### src/hdl/pps_pkg.sv
// Shared constants of the PPS clock servo: status codes, register indexes, divider sizing.
package pps_pkg;

    localparam int STATUS_W = 2;
    localparam logic [STATUS_W-1:0] ST_APPLIED   = 2'd0;
    localparam logic [STATUS_W-1:0] ST_NO_TIME   = 2'd1;
    localparam logic [STATUS_W-1:0] ST_UNDERFLOW = 2'd2;

    localparam int CFG_IDX_W  = 3;
    localparam int CFG_DATA_W = 32;
    localparam logic [CFG_IDX_W-1:0] CFG_CLOCK_KIND   = 3'd0;
    localparam logic [CFG_IDX_W-1:0] CFG_OFFSET_RESET = 3'd1;
    localparam logic [CFG_IDX_W-1:0] CFG_PROP_GAIN    = 3'd2;
    localparam logic [CFG_IDX_W-1:0] CFG_INT_GAIN     = 3'd3;
    localparam logic [CFG_IDX_W-1:0] CFG_DRIFT_LIMIT  = 3'd4;
    localparam logic [CFG_IDX_W-1:0] CFG_ADDEND_BASE  = 3'd5;

    localparam logic        RST_CLOCK_KIND   = 1'b0;
    localparam logic [19:0] RST_OFFSET_RESET = 20'd50000;
    localparam logic [9:0]  RST_PROP_GAIN    = 10'd171;
    localparam logic [9:0]  RST_INT_GAIN     = 10'd57;
    localparam logic [23:0] RST_DRIFT_LIMIT  = 24'd12800000;
    localparam logic [31:0] RST_ADDEND_BASE  = 32'd3067833783;

    // addend_base * |drift| + half scale, divided by 2^8 * 1e9
    localparam int NUM_W    = 57;
    localparam int QUO_W    = 19;
    localparam int REM_W    = NUM_W - QUO_W;
    localparam int DIV_CNT_W = 5;
    localparam logic [REM_W-1:0] DRIFT_SCALE = 38'd256000000000;
    localparam logic [NUM_W-1:0] DRIFT_HALF  = 57'd128000000000;

endpackage

### src/hdl/pps_mul.sv
// Bit-serial shift-add multiplier, one multiplier bit per cycle, LSB first.
module pps_mul #(
    parameter int A_W = 20,
    parameter int B_W = 10
) (
    input  logic               i_clk,
    input  logic               i_rst_n,
    input  logic               i_start,
    input  logic [A_W-1:0]     i_a,
    input  logic [B_W-1:0]     i_b,
    output logic [A_W+B_W-1:0] o_prod,
    output logic               o_done
);

    localparam int CNT_W = $clog2(B_W + 1);

    logic [A_W-1:0]     r_a;
    logic [A_W+B_W-1:0] r_acc;
    logic [A_W+B_W-1:0] n_acc;
    logic [CNT_W-1:0]   r_cnt;
    logic [CNT_W-1:0]   n_cnt;
    logic               r_done;
    logic               n_done;
    logic [A_W:0]       w_sum;

    always_comb begin
        w_sum  = {1'b0, r_acc[A_W+B_W-1:B_W]} + (r_acc[0] ? {1'b0, r_a} : {(A_W+1){1'b0}});
        n_acc  = r_acc;
        n_cnt  = r_cnt;
        n_done = 1'b0;
        if (i_start) begin
            n_acc = {{A_W{1'b0}}, i_b};
            n_cnt = CNT_W'(B_W);
        end else if (r_cnt != '0) begin
            n_acc  = {w_sum, r_acc[B_W-1:1]};
            n_cnt  = r_cnt - 1'b1;
            n_done = (r_cnt == CNT_W'(1));
        end
    end

    always_ff @(posedge i_clk) begin
        if (!i_rst_n) begin
            r_cnt  <= '0;
            r_done <= 1'b0;
        end else begin
            r_cnt  <= n_cnt;
            r_done <= n_done;
        end
    end

    always_ff @(posedge i_clk) begin
        r_acc <= n_acc;
        if (i_start) begin
            r_a <= i_a;
        end
    end

    assign o_prod = r_acc;
    assign o_done = r_done;

endmodule

### src/hdl/pps_div.sv
// Restoring divider by the drift scale constant, one quotient bit per cycle.
module pps_div (
    input  logic                      i_clk,
    input  logic                      i_rst_n,
    input  logic                      i_start,
    input  logic [pps_pkg::NUM_W-1:0] i_num,
    output logic [pps_pkg::QUO_W-1:0] o_quo,
    output logic                      o_done
);

    logic [pps_pkg::REM_W-1:0]     r_rem;
    logic [pps_pkg::REM_W-1:0]     n_rem;
    logic [pps_pkg::QUO_W-1:0]     r_quo;
    logic [pps_pkg::QUO_W-1:0]     n_quo;
    logic [pps_pkg::DIV_CNT_W-1:0] r_cnt;
    logic [pps_pkg::DIV_CNT_W-1:0] n_cnt;
    logic                          r_done;
    logic                          n_done;
    logic [pps_pkg::REM_W:0]       w_trial;
    logic [pps_pkg::REM_W:0]       w_diff;
    logic                          w_ge;

    always_comb begin
        w_trial = {r_rem, r_quo[pps_pkg::QUO_W-1]};
        w_ge    = w_trial >= {1'b0, pps_pkg::DRIFT_SCALE};
        w_diff  = w_trial - {1'b0, pps_pkg::DRIFT_SCALE};
        n_rem   = r_rem;
        n_quo   = r_quo;
        n_cnt   = r_cnt;
        n_done  = 1'b0;
        if (i_start) begin
            n_rem = i_num[pps_pkg::NUM_W-1:pps_pkg::QUO_W];
            n_quo = i_num[pps_pkg::QUO_W-1:0];
            n_cnt = pps_pkg::DIV_CNT_W'(pps_pkg::QUO_W);
        end else if (r_cnt != '0) begin
            n_rem  = w_ge ? w_diff[pps_pkg::REM_W-1:0] : w_trial[pps_pkg::REM_W-1:0];
            n_quo  = {r_quo[pps_pkg::QUO_W-2:0], w_ge};
            n_cnt  = r_cnt - 1'b1;
            n_done = (r_cnt == pps_pkg::DIV_CNT_W'(1));
        end
    end

    always_ff @(posedge i_clk) begin
        if (!i_rst_n) begin
            r_cnt  <= '0;
            r_done <= 1'b0;
        end else begin
            r_cnt  <= n_cnt;
            r_done <= n_done;
        end
    end

    always_ff @(posedge i_clk) begin
        r_rem <= n_rem;
        r_quo <= n_quo;
    end

    assign o_quo  = r_quo;
    assign o_done = r_done;

endmodule

### src/hdl/pps_clock_pi_servo.sv
// PPS clock servo top level: sequencer, servo state, config registers, result register.
//
// One input transaction is one pulse event: reference time and latched local time.
// One output transaction follows for every input: status, addend, drift, rate
// adjustment, measured offset, phase step, phase offset to write, pulse time.
// A latched time of zero gives status "no time". Otherwise the item runs through
// two 10-bit serial gain multipliers, a 24-bit serial addend multiplier and a
// 19-step serial divider by 2^8 * 1e9. The serial multiply and divide set the time
// per item. One item is worked at a time; o_in_stall is high from acceptance until
// its result is loaded into the output register. A result waiting under i_out_stall
// holds its payload; the next input may be accepted meanwhile, and its result waits
// until the register is free. Configuration is written through i_cfg_we /
// i_cfg_idx / i_cfg_data; the user must write it only while idle, and the block
// itself does not enforce that. Synchronous reset restores register defaults, arms
// the seed flag and clears drift and accumulated offset; the block is ready as soon
// as reset is released.
module pps_clock_pi_servo (
    input  logic                          i_clk,
    input  logic                          i_rst_n,
    input  logic                          i_cfg_we,
    input  logic [pps_pkg::CFG_IDX_W-1:0] i_cfg_idx,
    input  logic [pps_pkg::CFG_DATA_W-1:0] i_cfg_data,
    input  logic                          i_in_valid,
    output logic                          o_in_stall,
    input  logic [62:0]                   i_reference_ns,
    input  logic [62:0]                   i_latched_ns,
    output logic                          o_out_valid,
    input  logic                          i_out_stall,
    output logic [pps_pkg::STATUS_W-1:0]  o_status,
    output logic [31:0]                   o_new_addend,
    output logic signed [24:0]            o_drift_q8,
    output logic signed [32:0]            o_rate_adjust,
    output logic signed [63:0]            o_measured_offset,
    output logic signed [63:0]            o_phase_step,
    output logic signed [63:0]            o_phase_offset,
    output logic [62:0]                   o_pulse_time
);

    typedef enum logic [6:0] {
        S_IDLE  = 7'b0000001,
        S_OFFS  = 7'b0000010,
        S_GAIN  = 7'b0000100,
        S_CLAMP = 7'b0001000,
        S_BMUL  = 7'b0010000,
        S_DIV   = 7'b0100000,
        S_DONE  = 7'b1000000
    } t_state;

    t_state r_state;
    t_state n_state;

    logic        r_clock_kind;
    logic [19:0] r_offset_reset_ns;
    logic [9:0]  r_prop_gain_q8;
    logic [9:0]  r_int_gain_q8;
    logic [23:0] r_drift_limit_q8;
    logic [31:0] r_addend_base;

    logic              r_await;
    logic signed [24:0] r_drift_est;
    logic [63:0]       r_acc_off;

    logic [62:0]               r_ref;
    logic [62:0]               r_lat;
    logic [63:0]               r_offset;
    logic                      r_neg;
    logic                      r_slam;
    logic [pps_pkg::STATUS_W-1:0] r_status;
    logic [31:0]               r_dpre;
    logic [63:0]               r_step;
    logic [24:0]               r_drift;
    logic [pps_pkg::QUO_W-1:0] r_aoff;

    logic        r_out_valid;
    logic [pps_pkg::STATUS_W-1:0] r_o_status;
    logic [31:0] r_o_addend;
    logic [24:0] r_o_drift;
    logic [63:0] r_o_offset;
    logic [63:0] r_o_step;
    logic [63:0] r_o_phase;
    logic [62:0] r_o_pulse;

    logic [63:0] w_diff;
    logic        w_neg;
    logic        w_ult;
    logic [63:0] w_omag;
    logic        w_slam;
    logic [pps_pkg::STATUS_W-1:0] w_status;

    logic        w_gain_start;
    logic [29:0] w_ip;
    logic [29:0] w_pp;
    logic        w_ip_done;
    logic        w_pp_done;
    logic [31:0] w_ipx;
    logic [31:0] w_track;
    logic [31:0] w_seed;
    logic [31:0] w_dpre;
    logic [30:0] w_pround;
    logic [63:0] w_smag;
    logic [63:0] w_step;

    logic        w_dneg;
    logic [31:0] w_dabs;
    logic [23:0] w_dm;
    logic [24:0] w_drift;

    logic        w_bmul_start;
    logic [55:0] w_bprod;
    logic        w_bmul_done;
    logic [pps_pkg::NUM_W-1:0] w_num;
    logic [pps_pkg::QUO_W-1:0] w_quo;
    logic        w_div_done;

    logic        w_load;
    logic        w_applied;
    logic        w_dpos;
    logic [31:0] w_aoff32;
    logic [31:0] w_addend;
    logic [63:0] w_acc_next;

    // offset and its magnitude
    always_comb begin
        w_diff = {1'b0, r_ref} - {1'b0, r_lat};
        w_neg  = w_diff[63];
        w_ult  = r_ref < r_lat;
        w_omag = w_neg ? (64'd0 - w_diff) : w_diff;
        w_slam = w_omag > {44'd0, r_offset_reset_ns};
        if (r_lat == 63'd0) begin
            w_status = pps_pkg::ST_NO_TIME;
        end else if (w_neg != w_ult) begin
            w_status = pps_pkg::ST_UNDERFLOW;
        end else begin
            w_status = pps_pkg::ST_APPLIED;
        end
    end

    assign w_gain_start = (r_state == S_OFFS) && (w_status == pps_pkg::ST_APPLIED);

    pps_mul #(.A_W(20), .B_W(10)) u_int_mul (
        .i_clk   (i_clk),
        .i_rst_n (i_rst_n),
        .i_start (w_gain_start),
        .i_a     (w_omag[19:0]),
        .i_b     (r_int_gain_q8),
        .o_prod  (w_ip),
        .o_done  (w_ip_done)
    );

    pps_mul #(.A_W(20), .B_W(10)) u_prop_mul (
        .i_clk   (i_clk),
        .i_rst_n (i_rst_n),
        .i_start (w_gain_start),
        .i_a     (w_omag[19:0]),
        .i_b     (r_prop_gain_q8),
        .o_prod  (w_pp),
        .o_done  (w_pp_done)
    );

    // drift before clamp and phase step
    always_comb begin
        w_ipx    = {2'b00, w_ip};
        w_track  = {{7{r_drift_est[24]}}, r_drift_est} + (r_neg ? (32'd0 - w_ipx) : w_ipx);
        w_seed   = {{3{r_offset[20]}}, r_offset[20:0], 8'd0};
        w_pround = {1'b0, w_pp} + 31'd128;
        w_smag   = {41'd0, w_pround[30:8]};
        if (r_slam) begin
            w_dpre = 32'd0;
            w_step = r_offset;
        end else if (r_await) begin
            w_dpre = w_seed;
            w_step = r_offset;
        end else begin
            w_dpre = w_track;
            w_step = r_neg ? (64'd0 - w_smag) : w_smag;
        end
    end

    // clamp to the drift limit
    always_comb begin
        w_dneg  = r_dpre[31];
        w_dabs  = w_dneg ? (32'd0 - r_dpre) : r_dpre;
        w_dm    = (w_dabs > {8'd0, r_drift_limit_q8}) ? r_drift_limit_q8 : w_dabs[23:0];
        w_drift = w_dneg ? (25'd0 - {1'b0, w_dm}) : {1'b0, w_dm};
    end

    assign w_bmul_start = (r_state == S_CLAMP);

    pps_mul #(.A_W(32), .B_W(24)) u_addend_mul (
        .i_clk   (i_clk),
        .i_rst_n (i_rst_n),
        .i_start (w_bmul_start),
        .i_a     (r_addend_base),
        .i_b     (w_dm),
        .o_prod  (w_bprod),
        .o_done  (w_bmul_done)
    );

    assign w_num = {1'b0, w_bprod} + pps_pkg::DRIFT_HALF;

    pps_div u_div (
        .i_clk   (i_clk),
        .i_rst_n (i_rst_n),
        .i_start ((r_state == S_BMUL) && w_bmul_done),
        .i_num   (w_num),
        .o_quo   (w_quo),
        .o_done  (w_div_done)
    );

    // result assembly
    always_comb begin
        w_load     = (r_state == S_DONE) && (!r_out_valid || !i_out_stall);
        w_applied  = (r_status == pps_pkg::ST_APPLIED);
        w_dpos     = !r_drift[24] && (r_drift != 25'd0);
        w_aoff32   = {{(32-pps_pkg::QUO_W){1'b0}}, r_aoff};
        w_addend   = w_dpos ? (r_addend_base + w_aoff32) : (r_addend_base - w_aoff32);
        w_acc_next = r_acc_off + r_step;
    end

    always_comb begin
        n_state = r_state;
        case (r_state)
            S_IDLE: begin
                if (i_in_valid) begin
                    n_state = S_OFFS;
                end
            end
            S_OFFS: begin
                n_state = (w_status == pps_pkg::ST_APPLIED) ? S_GAIN : S_DONE;
            end
            S_GAIN: begin
                if (w_ip_done && w_pp_done) begin
                    n_state = S_CLAMP;
                end
            end
            S_CLAMP: begin
                n_state = S_BMUL;
            end
            S_BMUL: begin
                if (w_bmul_done) begin
                    n_state = S_DIV;
                end
            end
            S_DIV: begin
                if (w_div_done) begin
                    n_state = S_DONE;
                end
            end
            S_DONE: begin
                if (w_load) begin
                    n_state = S_IDLE;
                end
            end
            default: begin
                n_state = S_IDLE;
            end
        endcase
    end

    always_ff @(posedge i_clk) begin
        if (!i_rst_n) begin
            r_state           <= S_IDLE;
            r_clock_kind      <= pps_pkg::RST_CLOCK_KIND;
            r_offset_reset_ns <= pps_pkg::RST_OFFSET_RESET;
            r_prop_gain_q8    <= pps_pkg::RST_PROP_GAIN;
            r_int_gain_q8     <= pps_pkg::RST_INT_GAIN;
            r_drift_limit_q8  <= pps_pkg::RST_DRIFT_LIMIT;
            r_addend_base     <= pps_pkg::RST_ADDEND_BASE;
            r_await           <= 1'b1;
            r_drift_est       <= '0;
            r_acc_off         <= '0;
            r_out_valid       <= 1'b0;
        end else begin
            r_state <= n_state;
            if (i_cfg_we) begin
                case (i_cfg_idx)
                    pps_pkg::CFG_CLOCK_KIND:   r_clock_kind      <= i_cfg_data[0];
                    pps_pkg::CFG_OFFSET_RESET: r_offset_reset_ns <= i_cfg_data[19:0];
                    pps_pkg::CFG_PROP_GAIN:    r_prop_gain_q8    <= i_cfg_data[9:0];
                    pps_pkg::CFG_INT_GAIN:     r_int_gain_q8     <= i_cfg_data[9:0];
                    pps_pkg::CFG_DRIFT_LIMIT:  r_drift_limit_q8  <= i_cfg_data[23:0];
                    pps_pkg::CFG_ADDEND_BASE:  r_addend_base     <= i_cfg_data[31:0];
                    default: begin
                    end
                endcase
            end
            if (w_load && w_applied) begin
                r_await     <= r_slam;
                r_drift_est <= r_drift;
                r_acc_off   <= w_acc_next;
            end
            if (w_load) begin
                r_out_valid <= 1'b1;
            end else if (!i_out_stall) begin
                r_out_valid <= 1'b0;
            end
        end
    end

    always_ff @(posedge i_clk) begin
        if ((r_state == S_IDLE) && i_in_valid) begin
            r_ref <= i_reference_ns;
            r_lat <= i_latched_ns;
        end
        if (r_state == S_OFFS) begin
            r_offset <= w_diff;
            r_neg    <= w_neg;
            r_slam   <= w_slam;
            r_status <= w_status;
        end
        if ((r_state == S_GAIN) && w_ip_done) begin
            r_dpre <= w_dpre;
            r_step <= w_step;
        end
        if (r_state == S_CLAMP) begin
            r_drift <= w_drift;
        end
        if ((r_state == S_DIV) && w_div_done) begin
            r_aoff <= w_quo;
        end
        if (w_load) begin
            r_o_status <= r_status;
            if (w_applied) begin
                r_o_addend <= w_addend;
                r_o_drift  <= r_drift;
                r_o_offset <= r_offset;
                r_o_step   <= r_step;
                r_o_phase  <= r_clock_kind ? r_step : w_acc_next;
                r_o_pulse  <= r_lat;
            end else begin
                r_o_addend <= '0;
                r_o_drift  <= '0;
                r_o_offset <= '0;
                r_o_step   <= '0;
                r_o_phase  <= '0;
                r_o_pulse  <= '0;
            end
        end
    end

    assign o_in_stall        = (r_state != S_IDLE);
    assign o_out_valid       = r_out_valid;
    assign o_status          = r_o_status;
    assign o_new_addend      = r_o_addend;
    assign o_drift_q8        = r_o_drift;
    assign o_rate_adjust     = {r_o_drift, 8'd0};
    assign o_measured_offset = r_o_offset;
    assign o_phase_step      = r_o_step;
    assign o_phase_offset    = r_o_phase;
    assign o_pulse_time      = r_o_pulse;

endmodule

### config.mk
export PLATFORM = sky130hd
export DESIGN_NAME = pps_clock_pi_servo
export DESIGN_NICKNAME = d
export VERILOG_FILES = /design/src/hdl/pps_pkg.sv /design/src/hdl/pps_mul.sv /design/src/hdl/pps_div.sv /design/src/hdl/pps_clock_pi_servo.sv
export SDC_FILE = /design/constraint.sdc
export NUM_CORES = 2
export LEC_CHECK = 0
export BUFFER_PORTS_ARGS = -buffer_cell sky130_fd_sc_hd__buf_2
export CORE_UTILIZATION = 38
export DETAILED_ROUTE_END_ITERATION = 10
export PLACE_DENSITY = 0.63
export RECOVER_POWER = 25
export SYNTH_ARGS = -nofsm -noshare
export SYNTH_HDL_FRONTEND = slang
export SYNTH_SLANG_ARGS = --single-unit
### constraint.sdc
create_clock -name i_clk -period 44.1 [get_ports i_clk]
set_input_delay 2.205 -clock i_clk [delete_from_list [all_inputs] [get_ports i_clk]]
set_output_delay 2.205 -clock i_clk [all_outputs]
set_load 0.02 [all_outputs]
## Word-level counts from Yosys, hierarchy flattened

Cells that the tools add are included.

| word-level totals | value |
|---|---|
| register bits | 1090 |
| bits in latches | 0 |
| RAM bits | 0 |
| bits in read-only memories | 0 |
| output and inout bits | 349 |
| memories kept | 0 |

| cells by class | value |
|---|---|
| add/subtract/negate cells | 20 |
| $mul | 0 |
| div/mod/pow operators | 0 |
| order comparisons | 4 |
| equal/unequal tests | 24 |
| shift-type cells | 0 |
| muxes and demuxes | 44 |
| bitwise gates (word level) | 5 |
| reduce and logical (&&, ||, !) cells | 41 |

Operator list:

| cell | count |
|---|---|
| 64-bit 2-to-1 mux | 5 |
| 32-bit 2-to-1 mux | 5 |
| 38-bit 2-to-1 mux | 3 |
| 24-bit 2-to-1 mux | 4 |
| 64-bit adder | 1 |
| 64-bit by 20-bit greater-than comparator with 1-bit output | 1 |
| 1-bit by 64-bit subtractor with 64-bit output, first input constant | 1 |
| 63-bit by 63-bit subtractor with 64-bit output | 1 |
| 63-bit logical NOT | 1 |
| 63-bit < comparator | 1 |
| 56-bit by 37-bit adder with 57-bit output, second input constant | 1 |
| 7-bit case mux with 7 select lines | 1 |
| 20-bit by 20-bit adder with 21-bit output | 2 |
| 7-bit 2-to-1 mux | 6 |
| 10-bit 2-to-1 mux | 4 |
| 20-bit 2-to-1 mux | 2 |
| 39-bit by 38-bit greater-or-equal comparator with 1-bit output, second input constant | 1 |
| 19-bit 2-to-1 mux | 2 |
| 38-bit subtractor, second input constant | 1 |
| 32-bit by 32-bit adder with 33-bit output | 1 |
| 32-bit by 19-bit adder with 32-bit output | 1 |
| 32-bit adder | 1 |
| 32-bit by 24-bit greater-than comparator with 1-bit output | 1 |
| 1-bit by 32-bit subtractor with 32-bit output, first input constant | 1 |
| 41 further kinds | 90 |

## Logic depth before layout (Yosys ltp)

| logic depth | value |
|---|---|
| depth in word-level cells | 7 |
| depth in mapped cells | 33 |
| gate-level depth less buffers | 30 |

## Modules after synthesis

From an unflattened synthesis, not the netlist that was laid out.

| unflattened totals | value |
|---|---|
| cells, all modules | 6240 |
| area total of the unflattened synthesis | 62608.8 um^2 |

Modules (own cells, without submodules):

| module | times used | cells an instance | area an instance (um^2) | sequential area each (um^2) |
|---|---|---|---|---|
| pps_clock_pi_servo | 1 | 4798 | 47570.6 | 23332.4 |
| pps_mul at u_addend_mul | 1 | 512 | 5273.8 | 2442.3 |
| pps_div | 1 | 316 | 3608.5 | 1831.8 |
| pps_mul at u_int_mul | 1 | 303 | 3089.2 | 1401.3 |
| pps_mul at u_prop_mul | 1 | 311 | 3066.7 | 1401.3 |

## Worst setup path before layout

No wires, ideal clock.

| timing path | value |
|---|---|
| path kind | input -> register |
| start | input i_out_stall |
| end | register r_acc_off[58] |
| setup time | 0.116 ns |
| data arrival time | 19.419 ns |
| path slack | 24.565 ns |
| cell stages on the path | 6 |
| buffers on the path | 2 |
| cell sequence | a21oi_1 -> and2_1 -> clkbuf_1 -> clkbuf_1 -> nand2_1 -> o211a_1 |

| between the ends | value |
|---|---|
| cells in the longest elaborated chain, start to end | 4 |

RTL lines:

| item | line | text |
|---|---|---|
| from (decl) | pps_clock_pi_servo.sv:28 | `input logic i_out_stall,` |
| 1-bit logical NOT | - |  |
| 1-bit logical OR | pps_clock_pi_servo.sv:212 | `w_load = (r_state == S_DONE) && (!r_out_valid \|\| !i_out_stall);` |
| 1-bit logical AND | pps_clock_pi_servo.sv:212 |  |
| 1-bit logical AND | pps_clock_pi_servo.sv:287 | `if (w_load && w_applied) begin` |
| to (signal assigned) | pps_clock_pi_servo.sv:290 | `r_acc_off <= w_acc_next;` |
| to (decl) | pps_clock_pi_servo.sv:61 | `logic [63:0] r_acc_off;` |

Every way passes these cells.
A chain may end at the register's enable or synchronous reset.

## Worst setup path after layout

| timing path | value |
|---|---|
| start | register r_lat[0] |
| end | register r_slam, data pin |

| between the ends | value |
|---|---|
| cells in the longest elaborated chain, start to end | 4 |

RTL lines:

| item | line | text |
|---|---|---|
| from (decl) | pps_clock_pi_servo.sv:64 | `logic [62:0] r_lat;` |
| from (signal assigned) | pps_clock_pi_servo.sv:303 | `r_lat <= i_latched_ns;` |
| 63-bit by 63-bit subtractor with 64-bit output * | pps_clock_pi_servo.sv:124 | `w_diff = {1'b0, r_ref} - {1'b0, r_lat};` |
| 1-bit by 64-bit subtractor with 64-bit output | pps_clock_pi_servo.sv:127 | `w_omag = w_neg ? (64'd0 - w_diff) : w_diff;` |
| 64-bit 2-to-1 mux * | pps_clock_pi_servo.sv:127 |  |
| via u_int_mul.i_a[9] | pps_mul.sv:9 | `input logic [A_W-1:0] i_a,` |
| 64-bit by 20-bit greater-than comparator with 1-bit output * | pps_clock_pi_servo.sv:128 | `w_slam = w_omag > {44'd0, r_offset_reset_ns};` |
| via w_slam | pps_clock_pi_servo.sv:87 | `logic w_slam;` |
| to (signal assigned) | pps_clock_pi_servo.sv:308 | `r_slam <= w_slam;` |
| to (decl) | pps_clock_pi_servo.sv:67 | `logic r_slam;` |

Mark *: on every way through the listed nets, which the timed path passes. The rest lies on a longest branch.

==> flow_summary_export.csv <==
group,metric,value,unit
worst_setup_path,cpPeakStageDelay,0.66,ns
timing,fin_crit,8.73,ns
synthesis,synthCells,6116,
status,status,"finished with violations",
layout,layoutNonFillerInstCount,8685,
placed_design,gp_congestion,0.919,
timing,setup_viol,0,
synthesis,syn_area_per_cell,9.86,µm²
timing,relSlewSlack,-2.37,
placed_design,place_hpwl,142000,µm
synthesis,synth.ff_latch_count,1089,
synthesis,synth_top_family_by_area,"simple AND/OR/NAND/NOR gates",
floorplanning,die_h,400,µm
worst_setup_path,cp_common_cell,"o211ai_1",
synthesis,synth-edff-count,800,
timing,fin_hold_ws,0.402,ns
drt,postRouteAntennaNets,0,
worst_setup_path,end_kind,"flop",
clock_network,cts_tree,"built",
pwr,swShare,0.358,
timing,rsz0062_at_grt,"no",
floorplanning,rows,145,
global_routing,grt_start_max_net_pins,159,
synthesis,ys_types,96,
timing,maxSlewViolCount,645,
drt,viasPerCell,5.43,
synthesis,synth_compound_area_frac,0.148,
flow_run,maxCapViolCount,11,
synthesis,synthArstFlopShare,0,
pwr,pwr-share-comb,0.328,
layout,syn2layout_area_growth,13.9,%
layout,drive_gt1_frac,0.119,
min_path,hp-class,"reg -> reg",
status,failed_checks,"capacitance limit, slew limit",
worst_setup_path,startpoint,"r_lat[0]$_DFFE_PP_",
clock_network,cts_setup_buffers,0,
worst_setup_path,rrSetupSlack,35.37,ns
clock_network,cts-resized-gates,0,
drt,dr.pass1.iters,6,
clock_network,numCtsBuffers,116,
global_routing,grt_pass1_vias,45100,
clock_network,cts_root_buf,"clkbuf_16",
synthesis,seq_area_frac_synth,0.494,
floorplanning,die_w,400,µm
drt,wire_per_inst,21.5,µm
synthesis,netlist_area,0.0603,mm²
synthesis,synth_mux_area_frac,0.0149,
clock_network,htreeDepth,3,
timing,skew,0.0591,ns
worst_setup_path,crit-reg2reg-launch,"r_lat[0]$_DFFE_PP_",
placed_design,place.port_buffers,506,
pwr,p_clk_frac,0.283,
pwr,internal_power,2360,µW
worst_setup_path,criticalPathCategory,"reg -> reg",
pwr,p_switching,1320,µW
global_routing,grt_use_total,0.226,
floorplanning,start_util,0.384,
worst_setup_path,r2r_end,"r_slam$_DFFE_PP_",
timing,hold_viol_final,0,
global_routing,grt.overflow.total,0,
synthesis,synth-xor-area-share,0.0585,
synthesis,yosys_warnings,0,
clock_network,clock_latency,0.77,ns
clock_network,clk_pin_slew_worst_paths,0.06,ns
worst_setup_path,slowest_stage,"a311o_2",
worst_setup_path,worstPathMaxFanout,28,
drt,drt_iter0_drc,4270,
pwr,p_seq_frac,0.389,
pwr,p_per_area,53.5,mW/mm²
drt,drc_errors,0,
drt,vias,47200,
floorplanning,coreArea,0.157,mm²
synthesis,yosys.area_share.adder,0.0683,
worst_setup_path,setup.worst_path.start_class,"flop",
timing,max_freq,115,MHz
clock_network,cts.sinks,1089,
synthesis,synth-simple-area-share,0.181,
layout,final_nets,7015,
global_routing,grt_antenna_before_repair,3,
placed_design,place_inst,8464,
timing,fin_crit_sh,0.198,
floorplanning,io_pins,515,
floorplanning,dieArea,0.160,mm²
worst_setup_path,crit_required,44.60,ns
pwr,p_leak,0.0269,µW
worst_setup_path,worst_ep_arrival_time,9.22,ns
worst_setup_path,reg2regPathDepth,29,
worst_setup_path,crit_path_end,"r_slam$_DFFE_PP_",
global_routing,grt_pass1_wl,278000,µm
pwr,ir_worst_vdd,36.6,µV
timing,tightest_slew,5.06,ns
clock_network,cts-hold-fix-buffers,0,
synthesis,ys.flop_type,"edfxtp_1",
timing,setup-tns-final,0,ns
drt,finalWirelength,187000,µm
clock_network,cts_buffer_depth,3,
[Yosys cell counts (181+ instances only)]
cell	number	share of area
o21ai_0	294	0.024
clkbuf_1	228	0.014
xnor2_1	273	0.040
a21o_1	181	0.023
inv_1	236	0.015
dfxtp_1	289	0.096
edfxtp_1	800	0.40
and2_1	257	0.027
nand2_1	809	0.050
a21oi_1	375	0.031
nor2_1	526	0.033
ha_1	318	0.066
[worst min-delay path by stage]
stage / slack [ns] / start / cells past startpoint / endpoint
global route: 0.39 / u_div.o_quo[14]$_DFFE_PP_ / 0 / r_aoff[14]$_DFFE_PP_
finish: 0.40 / u_div.o_quo[14]$_DFFE_PP_ / 0 / r_aoff[14]$_DFFE_PP_
global placement: 0.43 / u_div.o_quo[14]$_DFFE_PP_ / 0 / r_aoff[14]$_DFFE_PP_
floorplan: 0.42 / u_div.o_quo[0]$_DFFE_PP_ / 0 / r_aoff[0]$_DFFE_PP_
CTS: 0.40 / u_div.o_quo[14]$_DFFE_PP_ / 0 / r_aoff[14]$_DFFE_PP_
detailed placement: 0.44 / u_div.o_quo[1]$_DFFE_PP_ / 0 / r_aoff[1]$_DFFE_PP_
[power groups by stage]
| stage | Combinational [µW] | Sequential [µW] | Clock [µW] |
|---|---|---|---|
| detailed placement | 1190 | 1440 | 0 |
| CTS | 1200 | 1420 | 1060 |
| finish | 1210 | 1430 | 1040 |
| floorplan | 891 | 1390 | 0 |
| global placement | 1180 | 1440 | 0 |
| global route | 1340 | 1440 | 1100 |
[metal layers]
metal,wire length [µm],share of wire,up-vias,global-route usage
met3,11600,0.062,237,0.0296
met5,0,0,-,0
li1,-,-,22700,-
met2,82200,0.44,1511,0.350
met4,5530,0.030,0,0.0725
met1,87400,0.47,22700,0.325
[flip-flops by register name (all words and copies together), names as in the netlist, 24 cells and up]
name,flops
u_addend_mul.r_a,32
r_dpre,32
r_drift_est,25
o_pulse_time,63
u_prop_mul.o_prod,30
u_int_mul.o_prod,30
o_new_addend,32
r_addend_base,32
o_phase_step,64
o_phase_offset,64
r_acc_off,64
r_drift,25
r_drift_limit_q8,24
r_step,64
r_ref,63
o_measured_offset,64
o_drift_q8,25
u_addend_mul.o_prod,56
r_offset,64
u_div.r_rem,38
r_lat,63
[cell type report]
class | instances | area, µm²
fillers | 14900 | 88200
clock inverters | 73 | 867
clock buffers | 147 | 3170
well taps | 2058 | 2570
flip-flops and latches | 1089 | 29800
repair buffers | 566 | 2910
multi-input cells | 4512 | 28500
inverters | 239 | 898
diodes | 1 | 2.50
[per-stage QoR]
stage	cell area (µm²)	total power, µW	setup slack, ns	utilization
after floorplan	60300	2280	24.57	-
final	68700	3670	35.37	0.438
after detailed placement	64800	2630	35.42	0.413
after global placement	64800	2610	35.50	0.413
after global routing	68700	3880	34.65	0.438
after CTS	68800	3670	35.37	0.439
[worst max-delay path: cells and delay by family (launching register included)]
family | cells | cell delay [ns]
AND/OR/NAND/NOR | 10 | 2.23
flip-flops | 1 | 0.53
adder cells (fa/ha/maj) | 2 | 0.56
AO/OA/AOI/OAI | 15 | 4.51
buffers and inverters | 1 | 0.44
XOR/XNOR | 1 | 0.16
[kinds of logic after synthesis]
group,count (synthesis)
fa+ha+maj,325
mux,87
other cells,1
flops,1089
xor+xnor,403
buf+inv,522
compound gates,1388
simple gates,2301
[cell usage in the layout, fill, tap and decap left out, types with 41 or more instances in the layout]
master	synthesis	layout
a211oi_1	47	47
a21boi_0	143	143
a21o_1	181	181
a21oi_1	375	375
and2_0	1	69
and2_1	257	187
and3_1	41	41
buf_2	9	457
buf_4	33	50
clkbuf_1	228	75
clkbuf_16	0	118
dfxtp_1	289	288
edfxtp_1	800	800
ha_1	318	318
inv_1	236	237
mux2i_1	66	66
nand2_1	809	808
nand2b_1	52	52
nand3_1	150	150
nand4_1	60	60
nor2_1	526	523
nor2b_1	51	51
nor3_1	128	127
nor4_1	65	63
o21a_1	55	55
o21ai_0	294	294
o31ai_1	50	51
or3_1	46	46
xnor2_1	273	273
xor2_1	130	130
No activity file was read; power rests on OpenSTA's default activity.
